--- src/rtl/wfc_ram.sv ---
// ----------------------------------------------------------------------------
// wfc_ram
// Generic simple dual-port RAM with one write port and a registered read.
// ----------------------------------------------------------------------------
module wfc_ram #(
   parameter int WIDTH = 8,
   parameter int DEPTH = 32
) (
   input  logic                     clock,
   input  logic                     wr_en,
   input  logic [$clog2(DEPTH)-1:0] wr_addr,
   input  logic [WIDTH-1:0]         wr_data,
   input  logic [$clog2(DEPTH)-1:0] rd_addr,
   output logic [WIDTH-1:0]         rd_data
);

   logic [WIDTH-1:0] mem [DEPTH];

   always_ff @(posedge clock) begin
      if (wr_en) begin
         mem[wr_addr] <= wr_data;
      end
      rd_data <= mem[rd_addr];
   end

endmodule

--- config.mk ---
export PLATFORM = sky130hd
export DESIGN_NAME = wfc_ram
export DESIGN_NICKNAME = d
export VERILOG_FILES = /design/src/rtl/wfc_ram.sv
export SDC_FILE = /design/constraint.sdc
export NUM_CORES = 1
export LEC_CHECK = 0
export BUFFER_PORTS_ARGS = -buffer_cell sky130_fd_sc_hd__buf_2
export CORE_UTILIZATION = 55
export CTS_CLUSTER_SIZE = 20
export DETAILED_ROUTE_END_ITERATION = 7
export GPL_TIMING_DRIVEN = 0
export PLACE_DENSITY = 0.81
export RECOVER_POWER = 25
export SYNTH_ARGS = -nofsm -noshare
export SYNTH_HDL_FRONTEND = slang
export SYNTH_SLANG_ARGS = --single-unit
--- constraint.sdc ---
create_clock -name clock -period 3.93 [get_ports clock]
set_input_delay 0.393 -clock clock [delete_from_list [all_inputs] [get_ports clock]]
set_output_delay 0.393 -clock clock [all_outputs]
set_load 0.02 [all_outputs]
[After elaboration in Yosys (flattened, before gate mapping)]
Memories as Yosys holds them, arrays and structs flattened. A register that Yosys moved wholly into a read port is not among the register bits.
Index checks and enable logic that the tools add are counted.
Storage, ports and cells
  register bits: 0
  output and inout port bits: 8
  word-level logic and storage cells: 3
  memories: 1
  bits in writable memories: 256
Cells by class
  multiplexer cells: 2
Memory list
  mem: words 32, width 8, read ports 1, clocked after Yosys merged registers in 1, wr ports 1, line 17  | logic [WIDTH-1:0] mem [DEPTH];
Operators with widths (count)
  two-way mux 1 bit: 2

[Logic depth before layout (Yosys ltp)]
  depth after elaboration: 2
  mapped depth: 5
  depth with buffers taken out: 3

[Worst setup path after synthesis]
OpenSTA, ideal clock, no wires.
  path kind: input port to flip-flop
  from: in rd_addr[2]
  to: reg rd_data[0] (read register of mem)
  library setup time: 0.121 ns
  slack: 1.735 ns
  arrival time: 2.075 ns
  cell stages on the path: 5
  path through: clkbuf_1 > clkbuf_1 > mux4_2 > mux4_2 > mux2_2
RTL lines
  start: declaration: line 13  | input logic [$clog2(DEPTH)-1:0] rd_addr,
  end: declaration: line 14  | output logic [WIDTH-1:0] rd_data

==> tab_implementation.tex <==
\begin{tabular}{lr}
\hline
Metric & Value \\
\hline
\multicolumn{2}{l}{\textbf{Clocking}} \\
\quad CTS tree & done \\
\quad Worst-skew pair later-pin latency & 0.52 ns \\
\quad \# hold bufs at CTS & 0 \\
\quad Clock tree buffer depth & 3 \\
\quad Number of setup buffers added after CTS & 0 \\
\quad Worst-path clk slew & 0.06 ns \\
\quad TritonCTS Buffers & 25 \\
\quad Root buffer cell & clkbuf\_16 \\
\quad H-tree level count & 1 \\
\quad Post-cts resize count & 0 \\
\quad Sinks on the clock net & 264 \\
\multicolumn{2}{l}{\textbf{Power}} \\
\quad Leakage power & 0.00348 uW \\
\quad Proportion of power drawn by flip-flops and latches & 54.7\% \\
\quad Switch share & 20.6\% \\
\quad Sw power & 1180 uW \\
\quad Internal power & 4560 uW \\
\quad Power density cells & 512 mW/mm\^{}2 \\
\quad Portion of total power attributed to combinational logic & 5.3\% \\
\quad Maximum VDD drop & 0.323 mV \\
\quad Clock share of power & 39.9\% \\
\multicolumn{2}{l}{\textbf{Layout}} \\
\quad Layout cell share with drive strength beyond 1 & 31.9\% \\
\quad ANT cells & 0 \\
\quad Sequential cell area & 0.00785 sq mm \\
\quad Area growth from synthesis to layout & 11.6\% \\
\quad Final std cell area, no fill & 0.0112 sq mm \\
\quad Number of fill cells & 1,126 \\
\quad Net count reported at finish & 486 \\
\quad Area of combinational cells with multiple inputs & 0.00210 sq mm \\
\multicolumn{2}{l}{\textbf{Critical path}} \\
\quad Slowest library cell on the worst path & buf\_1 \\
\quad Max incr delay on CP & 0.60 ns \\
\quad Data arrival time of the worst path & 2.72 ns \\
\quad Largest fanout on the critical path & 10 \\
\quad Data required, critical path & 4.33 ns \\
\quad Most frequent cell on the critical path & mux4\_2 \\
\quad Series of cell instances along the critical path & clkbuf\_1 -> buf\_1 -> mux4\_2 -> mux4\_2 -> mux2\_2 \\
\quad Type of destination of the critical path & flop \\
\quad Delay-heaviest family, CP & multiplexers \\
\quad Critical path buffer and inverter count & 2 \\
\quad Path type of the worst setup path & input pin to flop \\
\quad Sort of element at the start of the critical path & input pin \\
\multicolumn{2}{l}{\textbf{GRT}} \\
\quad Busiest layer in global routing & met2 \\
\quad Global-route usage over all layers & 22.3\% \\
\quad Vias in the first global route & 4,536 \\
\quad Global-route met1 utilization & 31.6\% \\
\quad Met2 track demand over resource & 35.1\% \\
\quad Total overflow reported by the global router & 0 \\
\quad Largest net degree at the start of global routing & 33 \\
\quad First-pass GRT wire length & 28,800 um \\
\quad Met3 Use GR & 4.16\% \\
\quad Antenna violations before repair & 2 \\
\multicolumn{2}{l}{\textbf{Synthesis}} \\
\quad Number of unique standard cell types used by synthesis & 15 \\
\quad Fraction of the yosys area taken by sequential cells & 78.1\% \\
\quad Number of warnings reported in the yosys synthesis log & 0 \\
\quad Number of synthesized register bits & 264 \\
\quad Number of instances in the synthesized netlist & 417 \\
\quad Post-Syn Area per Cell & 24.1 sq um \\
\quad Net count after synthesis & 437 \\
\quad Netlist area before placement & 0.0101 sq mm \\
\multicolumn{2}{l}{\textbf{Place}} \\
\quad Post-placement cell area & 0.0105 sq mm \\
\quad Pre-CTS setup slack & 1.07 ns \\
\quad Routability cong. & 0.774 \\
\quad Total of buffers placed on input and output ports & 22 \\
\quad Placed wire-length estimate & 12,400 um \\
\multicolumn{2}{l}{\textbf{Floorplanning}} \\
\quad Die Width & 137 um \\
\quad Total die area & 0.0188 sq mm \\
\quad Starting Density & 56.0\% \\
\quad Placeable core region & 0.0180 sq mm \\
\quad Standard-cell row count & 49 \\
\quad Count of pins on the block boundary & 28 \\
\quad Die Span Y & 137 um \\
\multicolumn{2}{l}{\textbf{Timing}} \\
\quad RSZ-0062 raised after global routing & no \\
\quad Worst Hold Margin & 0.425 ns \\
\quad Slew Viols, Final & 0 \\
\quad Highest achievable clock rate & 0.430 GHz \\
\quad Relative slew slack & 0.402\% \\
\quad Least setup slack across all paths after layout & 1.61 ns \\
\quad Crit path time final & 2.32 ns \\
\quad Setup-violating endpoint count in the final report & 0 \\
\quad TNS Setup & 0 ns \\
\quad Share of the cycle needed by the critical path after routing & 59.2\% \\
\quad Final hold viol count & 0 \\
\quad Max Clock Skew & 0.0134 ns \\
\quad Tightest Pin Transition & 1.49 ns \\
\multicolumn{2}{l}{\textbf{Status}} \\
\quad Violated checks & capacitance limit \\
\quad Status & finished with violations \\
\multicolumn{2}{l}{\textbf{Drt}} \\
\quad Total wirelength of the detailed-routed design & 19,700 um \\
\quad Average wire per cell in the routed design & 27.7 um \\
\quad Residual DRC & 0 \\
\quad Via count & 4,561 \\
\quad Number of iterations in the first detailed-routing pass & 4 \\
\quad Initial detailed-routing violation count & 434 \\
\quad Post-route ant nets & 0 \\
\quad Avg Vias per Cell & 6.41 \\
\multicolumn{2}{l}{\textbf{Run}} \\
\quad Max-Cap Viols & 1 \\
\multicolumn{2}{l}{\textbf{Min path}} \\
\quad Class of the tightest hold or removal check & input pin to flop \\
\hline
\end{tabular}
==> logic make-up (layout without fill, tap and decap cells) <==
logic type,Yosys count,in the layout,synth area share (%)
DFF,264,264,78.1
muxes,88,88,18.8
and+or+nand+nor,45,45,2.07
buffers and inverters,20,86,1.06
==> synth_stat cells <==
cell / count / area share (%)
or3_1: 1 / 0.062
nand2_1: 1 / 0.037
nor2_1: 33 / 1.2
nand3b_1: 5 / 0.37
or3b_2: 3 / 0.26
edfxtp_1: 256 / 76
buf_6: 1 / 0.11
buf_1: 6 / 0.22
buf_4: 6 / 0.45
mux4_2: 80 / 18
mux2_2: 8 / 0.90
nand3_1: 2 / 0.10
dfxtp_1: 8 / 1.6
buf_2: 1 / 0.050
clkbuf_1: 6 / 0.22
==> through the flow <==
| step | utilization [%] | power (uW) | std cells |
|---|---|---|---|
| 4_1_cts | 62.5 | 5760 | 712 |
| 3_3_place_gp | 58.2 | 3490 | 668 |
| 5_1_grt | 62.5 | 5880 | 712 |
| 2_1_floorplan | - | 3380 | 417 |
| 3_5_place_dp | 58.2 | 3510 | 668 |
| 6_report | 62.5 | 5740 | 712 |
==> routing by layer <==
layer | share of wire [%] | vias to the layer above
li1 | - | 1877
met4 | 2.8 | 2
met3 | 9.1 | 38
met2 | 49 | 262
met5 | 0.066 | -
met1 | 39 | 2382
==> layout make-up <==
cell class	instances	area share, %
Sequential cell	264	69.9
Multi-Input combinational cell	133	18.7
Clock buffer	28	5.68
Tap cell	229	2.55
Clock inverter	16	1.27
Buffer	20	0.948
Timing Repair Buffer	22	0.914
==> cells in the final DEF (no fill, tap or decap), drive strengths merged, types with 2 or more instances in the layout <==
cell    Yosys  routed
nor2       33      33
or3b        3       3
nand3       2       2
dfxtp       8       8
inv         0       2
mux4       80      80
nand3b      5       5
buf        14      30
edfxtp    256     256
bufinv      0       2
clkinv      0      12
mux2        8       8
clkbuf      6      40
==> power by group through the flow <==
stage          registers [uW]  clock network, uW  logic (uW)
6_report                 3140               2290         305
5_1_grt                  3150               2410         324
4_1_cts                  3140               2310         308
3_5_place_dp             3200                  0         303
3_3_place_gp             3200                  0         294
2_1_floorplan            3210                  0         167
==> worst register-to-register path, delay by kind of cell, from the launching register on <==
family	cells	cell delay, ns
multiplexers	3	1.31
flip-flops	1	0.42
==> path summary, 6_finish.rpt <==
check | cells past startpoint | endpoint | slack [ns] | from
setup reg to reg | 3 | rd_data[0] | 2.07 | mem[6][0]
hold reg to reg | 3 | rd_data[5] | 0.96 | mem[6][5]
setup / recovery | 5 | rd_data[3] | 1.61 | rd_addr[2]
hold / removal | 2 | rd_data[2] | 0.42 | rd_addr[3]
==> flip-flops by register name (all words and copies together) (netlist names) <==
name / cells
mem: 256
rd_data: 8
No activity file was read; power rests on OpenSTA's default activity.
